<file path="src/rtl/keypad_press_release_timer_core_assert.svh">
// Assertion macros for the keypad timer RTL.
// Expects clk and rst_n in the scope of the module that uses them.
`ifndef KEYPAD_PRESS_RELEASE_TIMER_CORE_ASSERT_SVH
`define KEYPAD_PRESS_RELEASE_TIMER_CORE_ASSERT_SVH

// same-cycle implication
`define KPRT_ASSERT_NOW(lbl, ante, cons, msg) \
  lbl: assert property (@(posedge clk) disable iff (!rst_n) (ante) |-> (cons)) \
    else $error(msg);

// next-cycle implication
`define KPRT_ASSERT_NEXT(lbl, ante, cons, msg) \
  lbl: assert property (@(posedge clk) disable iff (!rst_n) (ante) |=> (cons)) \
    else $error(msg);

`endif

</file>
<file path="src/rtl/kprt_pkg.sv">
// Shared types, constants and key mapping helpers for the keypad timer.
// No dependencies.
`default_nettype none

package kprt_pkg;

  localparam int DEF_PANELS = 4;
  localparam int KEYS_PER_PANEL = 8;

  localparam logic [7:0] REPORT_KIND_KEYS = 8'd0;
  localparam logic [7:0] NON_KEY_TAG      = 8'd214;
  localparam logic [2:0] REMAP_ABOVE      = 3'd5;
  localparam logic [3:0] REMAP_SHIFT      = 4'd2;

  typedef enum logic {
    EV_PRESS   = 1'b0,
    EV_RELEASE = 1'b1
  } ev_kind_t;

  // one event handed from the scanner to the stamp stage
  typedef struct packed {
    ev_kind_t    kind;
    logic [5:0]  key_id;
    logic [31:0] stamp;
    logic        last;
  } issue_t;

  // bit index (2*col + row) -> key index (col + 4*row)
  function automatic logic [2:0] bit_to_key(input logic [2:0] b);
    return {b[0], b[2:1]};
  endfunction

  function automatic logic [3:0] key_to_id(input logic [2:0] k);
    return (k > REMAP_ABOVE) ? ({1'b0, k} + REMAP_SHIFT) : {1'b0, k};
  endfunction

  // panel * 10
  function automatic logic [5:0] panel_base(input logic [1:0] p);
    return {1'b0, p, 3'b000} + {3'b000, p, 1'b0};
  endfunction

endpackage

`default_nettype wire

</file>
<file path="src/rtl/kprt_scan.sv">
// Report front end: per-panel key bits, change mask and event serializer.
// Depends on kprt_pkg.
`default_nettype none

module kprt_scan #(
  parameter int PANELS = kprt_pkg::DEF_PANELS,
  parameter int SLOT_W = 5
) (
  input  logic                clk,
  input  logic                rst_n,
  input  logic                in_valid,
  output logic                in_stall,
  input  logic [1:0]          in_panel,
  input  logic [7:0]          in_report_kind,
  input  logic [7:0]          in_report_tag,
  input  logic [1:0]          in_key_col0,
  input  logic [1:0]          in_key_col1,
  input  logic [1:0]          in_key_col2,
  input  logic [1:0]          in_key_col3,
  input  logic [31:0]         in_stamp,
  input  logic                adv,
  output logic                iss_fire,
  output kprt_pkg::issue_t    iss,
  output logic [SLOT_W-1:0]   iss_slot
);
  import kprt_pkg::*;

  localparam int PIDX_W = (PANELS > 1) ? $clog2(PANELS) : 1;

  logic [7:0]        prior_r [PANELS];
  logic              busy_r;
  logic [7:0]        mask_r;
  logic [7:0]        now_r;
  logic [1:0]        panel_r;
  logic [31:0]       stamp_r;

  logic              panel_ok;
  logic              handled;
  logic              accept;
  logic [7:0]        now;
  logic [7:0]        was;
  logic [7:0]        diff;
  logic [3:0]        pwide;
  logic [PIDX_W-1:0] pidx;
  logic [2:0]        pick;
  logic [7:0]        mask_left;
  logic              done;
  logic [2:0]        key;
  logic [7:0]        slot_wide;

  assign panel_ok  = {3'b000, in_panel} < 5'(PANELS);
  assign handled   = (in_report_kind == REPORT_KIND_KEYS) && (in_report_tag != NON_KEY_TAG)
                     && panel_ok;
  assign now       = {in_key_col3, in_key_col2, in_key_col1, in_key_col0};
  assign pwide     = {2'b00, in_panel};
  assign pidx      = pwide[PIDX_W-1:0];
  assign was       = prior_r[pidx];
  assign diff      = was ^ now;

  // lowest changed bit first: column-major scan order
  always_comb begin
    pick = '0;
    for (int i = 7; i >= 0; i--) begin
      if (mask_r[i]) pick = 3'(i);
    end
  end

  assign mask_left = mask_r & ~(8'b1 << pick);
  assign iss_fire  = busy_r & adv;
  assign done      = iss_fire & (mask_left == 8'd0);
  assign in_stall  = busy_r & ~done;
  assign accept    = in_valid & ~in_stall;

  assign key        = bit_to_key(pick);
  assign iss.kind   = now_r[pick] ? EV_PRESS : EV_RELEASE;
  assign iss.key_id = panel_base(panel_r) + {2'b00, key_to_id(key)};
  assign iss.stamp  = stamp_r;
  assign iss.last   = (mask_left == 8'd0);
  assign slot_wide  = {3'b000, panel_r, key};
  assign iss_slot   = slot_wide[SLOT_W-1:0];

  always_ff @(posedge clk) begin
    if (!rst_n) begin
      for (int p = 0; p < PANELS; p++) prior_r[p] <= '0;
    end else if (accept && handled) begin
      prior_r[pidx] <= now;
    end
  end

  always_ff @(posedge clk) begin
    if (!rst_n) begin
      busy_r <= 1'b0;
    end else if (accept && handled && (diff != 8'd0)) begin
      busy_r <= 1'b1;
    end else if (done) begin
      busy_r <= 1'b0;
    end
  end

  always_ff @(posedge clk) begin
    if (accept && handled && (diff != 8'd0)) begin
      mask_r  <= diff;
      now_r   <= now;
      panel_r <= in_panel;
      stamp_r <= in_stamp;
    end else if (iss_fire) begin
      mask_r  <= mask_left;
    end
  end

endmodule

`default_nettype wire

</file>
<file path="src/rtl/kprt_stamp_ram.sv">
// Press stamp store: synchronous RAM, one write and one registered read
// port, per-entry valid bits so unwritten entries read as zero. Uses no package.
`default_nettype none

module kprt_stamp_ram #(
  parameter int DEPTH  = 32,
  parameter int SLOT_W = 5
) (
  input  logic              clk,
  input  logic              rst_n,
  input  logic              rd_en,
  input  logic [SLOT_W-1:0] rd_addr,
  output logic [31:0]       rd_data,
  input  logic              wr_en,
  input  logic [SLOT_W-1:0] wr_addr,
  input  logic [31:0]       wr_data
);

  logic [31:0]      mem [DEPTH];
  logic [DEPTH-1:0] vld_r;
  logic [31:0]      rd_q_r;
  logic             rd_vld_r;

  always_ff @(posedge clk) begin
    if (wr_en) mem[wr_addr] <= wr_data;
    if (rd_en) rd_q_r <= mem[rd_addr];
  end

  always_ff @(posedge clk) begin
    if (!rst_n) begin
      vld_r    <= '0;
      rd_vld_r <= 1'b0;
    end else begin
      if (wr_en) vld_r[wr_addr] <= 1'b1;
      if (rd_en) rd_vld_r <= vld_r[rd_addr];
    end
  end

  assign rd_data = rd_vld_r ? rd_q_r : 32'd0;

endmodule

`default_nettype wire

</file>
<file path="src/rtl/kprt_event.sv">
// Event stage: takes the stamp read, forwards a same-slot write, computes
// hold time, writes the slot back and drives the output register. Uses kprt_pkg.
`default_nettype none

`include "keypad_press_release_timer_core_assert.svh"

module kprt_event #(
  parameter int SLOT_W = 5
) (
  input  logic              clk,
  input  logic              rst_n,
  input  logic              iss_fire,
  input  kprt_pkg::issue_t  iss,
  input  logic [SLOT_W-1:0] iss_slot,
  input  logic [31:0]       rd_data,
  output logic              wr_en,
  output logic [SLOT_W-1:0] wr_addr,
  output logic [31:0]       wr_data,
  output logic              adv,
  output logic              out_valid,
  input  logic              out_stall,
  output logic              out_event_kind,
  output logic [5:0]        out_key_id,
  output logic [31:0]       out_event_time,
  output logic [31:0]       out_held_for,
  output logic              out_last_event
);
  import kprt_pkg::*;

  logic              b_valid_r;
  issue_t            b_iss_r;
  logic [SLOT_W-1:0] b_slot_r;
  logic              fwd_r;
  logic [31:0]       fwd_data_r;

  logic              out_valid_r;
  ev_kind_t          out_kind_r;
  logic [5:0]        out_key_id_r;
  logic [31:0]       out_time_r;
  logic [31:0]       out_held_r;
  logic              out_last_r;

  logic [31:0]       stored;
  logic [31:0]       held;

  assign adv     = ~out_valid_r | ~out_stall;
  assign wr_en   = b_valid_r & adv;
  assign wr_addr = b_slot_r;
  assign wr_data = (b_iss_r.kind == EV_PRESS) ? b_iss_r.stamp : 32'd0;

  // RAM read is registered and misses a same-cycle write: a write to the same slot in the issue cycle wins
  assign stored = fwd_r ? fwd_data_r : rd_data;
  assign held   = (b_iss_r.kind == EV_RELEASE) ? (b_iss_r.stamp - stored) : 32'd0;

  always_ff @(posedge clk) begin
    if (!rst_n) begin
      b_valid_r <= 1'b0;
      fwd_r     <= 1'b0;
    end else if (adv) begin
      b_valid_r <= iss_fire;
      fwd_r     <= wr_en && iss_fire && (b_slot_r == iss_slot);
    end
  end

  always_ff @(posedge clk) begin
    if (adv) begin
      b_iss_r    <= iss;
      b_slot_r   <= iss_slot;
      fwd_data_r <= wr_data;
    end
  end

  always_ff @(posedge clk) begin
    if (!rst_n) begin
      out_valid_r <= 1'b0;
    end else if (adv) begin
      out_valid_r <= b_valid_r;
    end
  end

  always_ff @(posedge clk) begin
    if (adv && b_valid_r) begin
      out_kind_r   <= b_iss_r.kind;
      out_key_id_r <= b_iss_r.key_id;
      out_time_r   <= b_iss_r.stamp;
      out_held_r   <= held;
      out_last_r   <= b_iss_r.last;
    end
  end

  assign out_valid      = out_valid_r;
  assign out_event_kind = out_kind_r;
  assign out_key_id     = out_key_id_r;
  assign out_event_time = out_time_r;
  assign out_held_for   = out_held_r;
  assign out_last_event = out_last_r;

  `KPRT_ASSERT_NOW(a_press_no_hold, out_valid_r && (out_kind_r == EV_PRESS),
                   out_held_r == 32'd0, "press word carries hold time")
  `KPRT_ASSERT_NEXT(a_stage_holds, b_valid_r && !adv, b_valid_r && $stable(b_slot_r),
                    "event stage dropped a word under stall")
  `KPRT_ASSERT_NOW(a_fwd_needs_word, fwd_r, b_valid_r,
                   "forward flag without a word in the event stage")

endmodule

`default_nettype wire

</file>
<file path="src/rtl/keypad_press_release_timer_core.sv">
// Keypad press/release timer, top level.
// Input channel (in_*): one status report per word; only reports with kind 0,
// tag other than 214 and a panel below PANELS are processed, others are
// dropped without effect. Each processed report is compared with the panel's
// stored key bits and yields one output word (out_*) per changed key, in
// column-major order, out_last_event set on the final one; an unchanged
// report yields nothing.
// Throughput: one event word per cycle while the output is not stalled.
// in_stall is high while a taken report still has events to issue, apart
// from the cycle in which its last event issues; the next report is taken
// in that cycle. An accepted report passes the scan register, the stamp
// RAM read stage and the output register before its first word is valid.
// Press stamps live in a PANELS*8 x 32 RAM read at issue, before the event
// stage writes the slot back; a write to the same slot in the issue cycle is
// forwarded. Reset clears stored key bits and marks every stamp entry as
// zero at once; no clearing pass. A stalled output holds its word and
// freezes the event stage and scanner; an idle scanner still takes a report.
`default_nettype none

module keypad_press_release_timer_core #(
  parameter int PANELS = kprt_pkg::DEF_PANELS
) (
  input  logic        clk,
  input  logic        rst_n,
  input  logic        in_valid,
  output logic        in_stall,
  input  logic [1:0]  in_panel,
  input  logic [7:0]  in_report_kind,
  input  logic [7:0]  in_report_tag,
  input  logic [1:0]  in_key_col0,
  input  logic [1:0]  in_key_col1,
  input  logic [1:0]  in_key_col2,
  input  logic [1:0]  in_key_col3,
  input  logic [31:0] in_stamp,
  output logic        out_valid,
  input  logic        out_stall,
  output logic        out_event_kind,
  output logic [5:0]  out_key_id,
  output logic [31:0] out_event_time,
  output logic [31:0] out_held_for,
  output logic        out_last_event
);
  import kprt_pkg::*;

  localparam int DEPTH  = PANELS * KEYS_PER_PANEL;
  localparam int SLOT_W = $clog2(DEPTH);

  logic              adv;
  logic              iss_fire;
  issue_t            iss;
  logic [SLOT_W-1:0] iss_slot;
  logic [31:0]       rd_data;
  logic              wr_en;
  logic [SLOT_W-1:0] wr_addr;
  logic [31:0]       wr_data;

  kprt_scan #(
    .PANELS (PANELS),
    .SLOT_W (SLOT_W)
  ) u_scan (
    .clk            (clk),
    .rst_n          (rst_n),
    .in_valid       (in_valid),
    .in_stall       (in_stall),
    .in_panel       (in_panel),
    .in_report_kind (in_report_kind),
    .in_report_tag  (in_report_tag),
    .in_key_col0    (in_key_col0),
    .in_key_col1    (in_key_col1),
    .in_key_col2    (in_key_col2),
    .in_key_col3    (in_key_col3),
    .in_stamp       (in_stamp),
    .adv            (adv),
    .iss_fire       (iss_fire),
    .iss            (iss),
    .iss_slot       (iss_slot)
  );

  kprt_stamp_ram #(
    .DEPTH  (DEPTH),
    .SLOT_W (SLOT_W)
  ) u_ram (
    .clk     (clk),
    .rst_n   (rst_n),
    .rd_en   (iss_fire),
    .rd_addr (iss_slot),
    .rd_data (rd_data),
    .wr_en   (wr_en),
    .wr_addr (wr_addr),
    .wr_data (wr_data)
  );

  kprt_event #(
    .SLOT_W (SLOT_W)
  ) u_event (
    .clk            (clk),
    .rst_n          (rst_n),
    .iss_fire       (iss_fire),
    .iss            (iss),
    .iss_slot       (iss_slot),
    .rd_data        (rd_data),
    .wr_en          (wr_en),
    .wr_addr        (wr_addr),
    .wr_data        (wr_data),
    .adv            (adv),
    .out_valid      (out_valid),
    .out_stall      (out_stall),
    .out_event_kind (out_event_kind),
    .out_key_id     (out_key_id),
    .out_event_time (out_event_time),
    .out_held_for   (out_held_for),
    .out_last_event (out_last_event)
  );

endmodule

`default_nettype wire
</file>
<file path="config.mk">
export PLATFORM = sky130hd
export DESIGN_NAME = keypad_press_release_timer_core
export DESIGN_NICKNAME = d
export VERILOG_FILES = /design/src/rtl/kprt_pkg.sv /design/src/rtl/kprt_scan.sv /design/src/rtl/kprt_stamp_ram.sv /design/src/rtl/kprt_event.sv /design/src/rtl/keypad_press_release_timer_core.sv
export VERILOG_INCLUDE_DIRS = /design/src /design/src/rtl
export SDC_FILE = /design/constraint.sdc
export NUM_CORES = 2
export LEC_CHECK = 0
export ABC_CLOCK_PERIOD_IN_PS = 10000
export BUFFER_PORTS_ARGS = -buffer_cell sky130_fd_sc_hd__buf_2
export CAP_MARGIN = 25
export CORE_MARGIN = 3
export CORE_UTILIZATION = 34
export CTS_CLUSTER_DIAMETER = 120
export DETAILED_ROUTE_END_ITERATION = 16
export GPL_TIMING_DRIVEN = 0
export PLACE_DENSITY = 0.58
export REMOVE_ABC_BUFFERS = 1
export SLEW_MARGIN = 20
export SYNTH_ARGS = -nofsm -noshare
export SYNTH_HDL_FRONTEND = slang
export SYNTH_SLANG_ARGS = --single-unit
</file>
<file path="constraint.sdc">
create_clock -name clk -period 10 [get_ports clk]
set_clock_uncertainty 0.15 [all_clocks]
set_input_delay 0 -clock clk [delete_from_list [all_inputs] [get_ports clk]]
set_output_delay 0 -clock clk [all_outputs]
set_load 0.02 [all_outputs]
</file>
# Yosys cells after proc, flatten, opt, wreduce, memory -nomap -nowiden
# Memory sizes are Yosys's and may differ from the RTL's. A register that Yosys moved wholly into a read port is not among the register bits.
# Cells that the tools add are included.
[word_totals]
register_bits = 236
mem_bits_rw = 1056
in_bits = 62
output_inout_bits = 74
elab_cells = 94
mem_count = 2
[classes]
addsub = 4
n_lt_le_gt_ge = 5
n_eq_ne = 2
n_shift = 1
muxes = 32
bitwise = 14
reduce_logical = 13
[memory_table]
columns = ["name", "depth", "width", "rd", "rd_ports_with_merged_regs", "write_ports", "line_no", "text"]
rows = [
  ["u_ram.mem", 32, 32, 1, 1, 1, "kprt_stamp_ram.sv:19", "logic [31:0] mem [DEPTH];"],
  ["u_scan.prior_r", 4, 8, 1, 0, 4, "kprt_scan.sv:30", "logic [7:0] prior_r [PANELS];"],
]
[ops]
columns = ["operator", "count"]
rows = [
  ["$mux W32", 3],
  ["$or A32 B32 Y32", 1],
  ["$sub A32 B32 Y32", 1],
  ["$mux W3", 8],
  ["$mux W8", 3],
  ["$logic_not A8 Y1", 2],
  ["$mux W1", 13],
  ["$lt A5 B6 Y1 const B", 2],
  ["$and A8 B8 Y8", 1],
  ["$ne A8 B8 Y1 const B", 1],
  ["$not A8 Y8", 1],
  ["$reduce_bool A8 Y1", 1],
  ["$reduce_or A8 Y1", 1],
  ["$shl A1 B3 Y8 const A", 1],
  ["$xor A8 B8 Y8", 1],
  ["$logic_and A1 B1 Y1", 7],
  ["$add A5 B3 Y6", 1],
  ["$add A6 B4 Y6", 1],
  ["$and A1 B1 Y1", 5],
  ["$bmux W1 S5", 1],
  ["$demux W1 S5", 1],
  ["$eq A5 B5 Y1", 1],
  ["$ge A5 B1 Y1 const B", 1],
  ["$add A3 B2 Y4 const B", 1],
  ["8 further kinds", 12],
]

# Depth between registers and ports, before layout
[depth]
ltp_word = 23
depth_mapped = 13
ltp_nobuf = 11

# Modules after synthesis
# A second synthesis with hierarchy kept.
[unflattened]
hier_cells = 2442
area_unflattened_um2 = 52166.3
[by_module_without_submodules]
columns = ["mod", "instances", "cells_each", "area_each_um2", "seq_area_each_um2"]
rows = [
  ["kprt_stamp_ram", 1, 1678, 41304.6, 32371.0],
  ["kprt_event", 1, 521, 7121.8, 4534.3],
  ["kprt_scan", 1, 243, 3739.8, 2482.4],
]

# Worst setup path after synthesis
# Ideal clock, no wire load.
[synth_path]
path_type = "reg-to-reg"
startpoint = "register u_event.out_valid_r, in the netlist u_event.out_valid"
endpoint = "memory u_ram.mem[30][0], enable pin"
setup_ps = 423
arrival_time_ps = 6699
required_ps = 9427
setup_slack_ps = 2728
stages_incl_launch_ff = 6
n_path_buf = 1
period_less_slack_ps = 7272
cell_sequence = "dfxtp_1 -> nand2_1 -> and2_1 -> clkbuf_1 -> nand3b_1 -> nor2_1"
[synth_between]
elab_chain_cells = 5
[synth_lines]
columns = ["item", "line_no", "text"]
rows = [
  ["from (decl)", "kprt_event.sv:36", "logic out_valid_r;"],
  ["from (signal assigned)", "kprt_event.sv:77", "out_valid_r <= b_valid_r;"],
  ["$not A1 Y1", "kprt_event.sv:46", "assign adv = ~out_valid_r | ~out_stall;"],
  ["$or A1 B1 Y1", "kprt_event.sv:46", ""],
  ["$and A1 B1 Y1", "kprt_event.sv:47", "assign wr_en = b_valid_r & adv;"],
  ["via u_event.wr_en", "kprt_event.sv:16", "output logic wr_en,"],
  ["$mux W1", "kprt_stamp_ram.sv:25", "if (wr_en) mem[wr_addr] <= wr_data;"],
  ["$mux W1 (not written as such)", "kprt_stamp_ram.sv:25", ""],
  ["to (decl)", "kprt_stamp_ram.sv:19", ""],
]
# The timed path passes the listed nets, and every way through them passes these cells.

==> flow_summary.json <==
{
  "yosysUniqueCellTypes": 74,
  "hold_violations": 0,
  "core_area_sq_um": 157000,
  "cts.htree.levels": 4,
  "routed_wl_um": 172000,
  "port_buffers": 135,
  "die_y_um": 404,
  "synth_common_cells": "edfxtp_1, clkbuf_1, and3_1",
  "vias": 34779,
  "cp.required_ns": 10.25,
  "avgViaCountPerCell": 5.78,
  "ys_warn_count": 0,
  "rsz0062_at_grt": "false",
  "clk_pin_slew_ns": 0.06,
  "post-cts-setup-buffers": 0,
  "first_iter_violations": 4358,
  "yosysSeqAreaShare": 0.731,
  "numClockSinks": 1323,
  "clockBufferDepth": 3,
  "cts_root_buffer": "clkbuf_16",
  "insertion_delay_ns": 0.81,
  "slew-limit-headroom": 0.341,
  "period_share": 0.560,
  "grt.total_usage": 0.207,
  "synth-edff-count": 1286,
  "syn-cell-area_sq_um": 53800,
  "crit_path_end_kind": "register",
  "synth-seq-cells": 1323,
  "leakage_nw": 23.0,
  "cts_buffers": 144,
  "yosys-top-cells-area": "edfxtp_1, mux2i_1, a211oi_1",
  "arrival_ns": 5.85,
  "synth_top_cell_by_area": "edfxtp_1",
  "finalPower_mw": 11.4,
  "status": "completed",
  "finalSetupViolations": 0,
  "wl_per_cell_um": 28.6,
  "drtAntennaViolNets": 0,
  "max_freq_mhz": 179,
  "grt-ovfl-total": 0,
  "fp.dieW_um": 404,
  "cp_max_fo": 61,
  "place_hpwl_um": 111000,
  "powerDensity_nw_per_um2": 173,
  "slew_violations": 0,
  "postSynthAreaPerCell_sq_um": 15.2,
  "syn_inst": 3541,
  "hp-class": "in -> reg",
  "grt_max_degree": 82,
  "drv_cap": 0,
  "cts_tree": "done",
  "die_area_sq_um": 163000,
  "grt_pass1_vias": 33816,
  "fin_ws_ns": 4.40,
  "async_flop_share": 0,
  "rows": 145,
  "critPathLaunchType": "register",
  "grt_antenna_before_repair": 9,
  "io_pins": 136,
  "drc": 0,
  "synth_top_area_share": 0.718,
  "synthFlopType": "edfxtp_1",
  "final_layout_size_suffix_gt1_frac": 0.171,
  "syn_to_final_growth_pct": 22.7,
  "detail_route.first_pass.iterations": 6,
  "start_util": 0.343,
  "dp_worst_setup_slack_ns": 4.89,
  "critical_path_class": "reg -> reg",
  "nets": 3944,
  "grt_pass1_wl_um": 244000,
  "finalWeightedCongestion": 0.834,
  "max-vdd-ir-drop_uv": 164,
  "yosysMostFrequentCell": "edfxtp_1",
  "tightest_slew_ns": 0.979,
  "fin_crit_ns": 5.60
}
-- worst paths after layout --
check,from,to,slack (ns),depth (start not counted)
setup / recovery,u_scan.mask_r[1],u_scan.prior_r[2][3],4.40,11
hold / removal,in_report_tag[7],u_scan.mask_r[7],0.04,4
setup reg to reg,u_scan.mask_r[1],u_scan.prior_r[2][3],4.40,11
hold reg to reg,u_scan.stamp_r[13],u_event.b_iss_r[14],0.27,0
-- cells by family (layout without fill, tap and decap cells) --
group           count (synthesis)  in the layout  synth area share
flops                        1323           1323             0.731
fa+ha+maj                      37             37           0.00883
mux                           188            188            0.0448
buf+inv                       293            707            0.0219
other cells                     0              3                 0
simple gates                  746            746            0.0712
compound gates                929            929             0.118
xor+xnor                       25             25           0.00407
-- power by group --
part           total, mW  switching [mW]  internal [mW]
logic              0.101          0.0498         0.0508
clock network       5.29            2.25           3.03
registers           6.01         0.00354           6.01
total               11.4            2.31           9.09
-- worst max-delay path, stage by stage, from the launching register on --
cell and delay (ns):
edfxtp_1 0.55, or4_4 0.61, a21o_4 0.29, buf_16 0.24
buf_16 0.25, inv_8 0.33, buf_16 0.35, nand4_1 0.24
a221oi_4 0.40, o2111ai_4 0.19, dlygate4sd3_1 0.76, o21ai_1 0.74
-- state kept, by name (all words and copies together), names as in the netlist --
| register | count |
|---|---|
| u_ram.mem | 1024 |
| u_event.b_iss_r | 39 |
| u_event.fwd_data_r | 32 |
| u_event.out_event_time | 32 |
| u_event.out_held_for | 32 |
| u_ram.rd_q_r | 32 |
| u_ram.vld_r | 32 |
| u_scan.prior_r | 32 |
| u_scan.stamp_r | 32 |
| u_scan.mask_r | 8 |
| u_scan.now_r | 8 |
| u_event.out_key_id | 6 |
| u_event.wr_addr | 5 |
| u_scan.panel_r | 2 |
| u_event.b_valid_r | 1 |
| u_event.fwd_r | 1 |
| u_event.out_event_kind | 1 |
| u_event.out_last_event | 1 |
| u_event.out_valid | 1 |
| u_ram.rd_vld_r | 1 |
| u_scan.busy_r | 1 |
-- through the flow --
step / hold slack, ns / instance area, sq um / util / TNS [ns] / cells
after CTS: 0.00758 / 66000 / 0.421 / 0 / 6012
after detailed placement: 0.0281 / 60500 / 0.386 / 0 / 5664
after floorplan: -0.0511 / 52700 / - / -679.20 / 3276
after global placement: 0.0269 / 56000 / 0.357 / -6155.27 / 5469
final: 0.0377 / 66100 / 0.421 / 0 / 6016
after global routing: 0.0567 / 66100 / 0.421 / 0 / 6015
-- per-layer routing --
metal  routed length, um  GRT usage  vias to the layer above
met5                   0          0                        -
met4                7490     0.0917                        0
met3               14900     0.0411                      406
met2               81700      0.336                     1806
met1               67700      0.270                    17794
li1                    -          -                    14773
-- cells in the final DEF (no fill, tap or decap), types with 18 or more instances in the layout --
cell              n
nand2_1         130
inv_1            22
mux2i_1         145
nor2b_2          30
a211oi_1        169
dlygate4sd3_1    93
a21o_1           75
buf_16           84
xnor2_1          18
buf_6            34
o2111ai_1        34
nor3_1           19
clkbuf_1         36
clkbuf_16       145
o22ai_1          83
nor2_1          111
a22oi_1          31
nor2_4           37
and3_1          192
a2111o_1         34
buf_12           38
dfxtp_1          36
edfxtp_1       1286
buf_8            36
o21ai_0         183
nand3_1         142
mux4_2           42
o31ai_1          83
a21oi_1          93
o211ai_1         40
clkinv_1         19
a31oi_1          57
ha_1             34
buf_2           136
-- cell type report --
type / instances / area (sq um)
Fill cell: 13990 / 90700
Sequential cell: 1323 / 39400
Multi-Input combinational cell: 1925 / 13700
Timing Repair Buffer: 424 / 5630
Clock buffer: 184 / 3800
Tap cell: 2058 / 2570
Clock inverter: 71 / 833
Inverter: 28 / 125
Antenna cell: 3 / 7.51
-- timing repair --
action | 4_1_cts | 5_1_grt
hold endpoints to repair | 236 | 0
setup endpoints to repair | 0 | 0
resized for setup | 0 | 0
hold buffers | 93 | 0
Power figures use the tool's default switching activity.
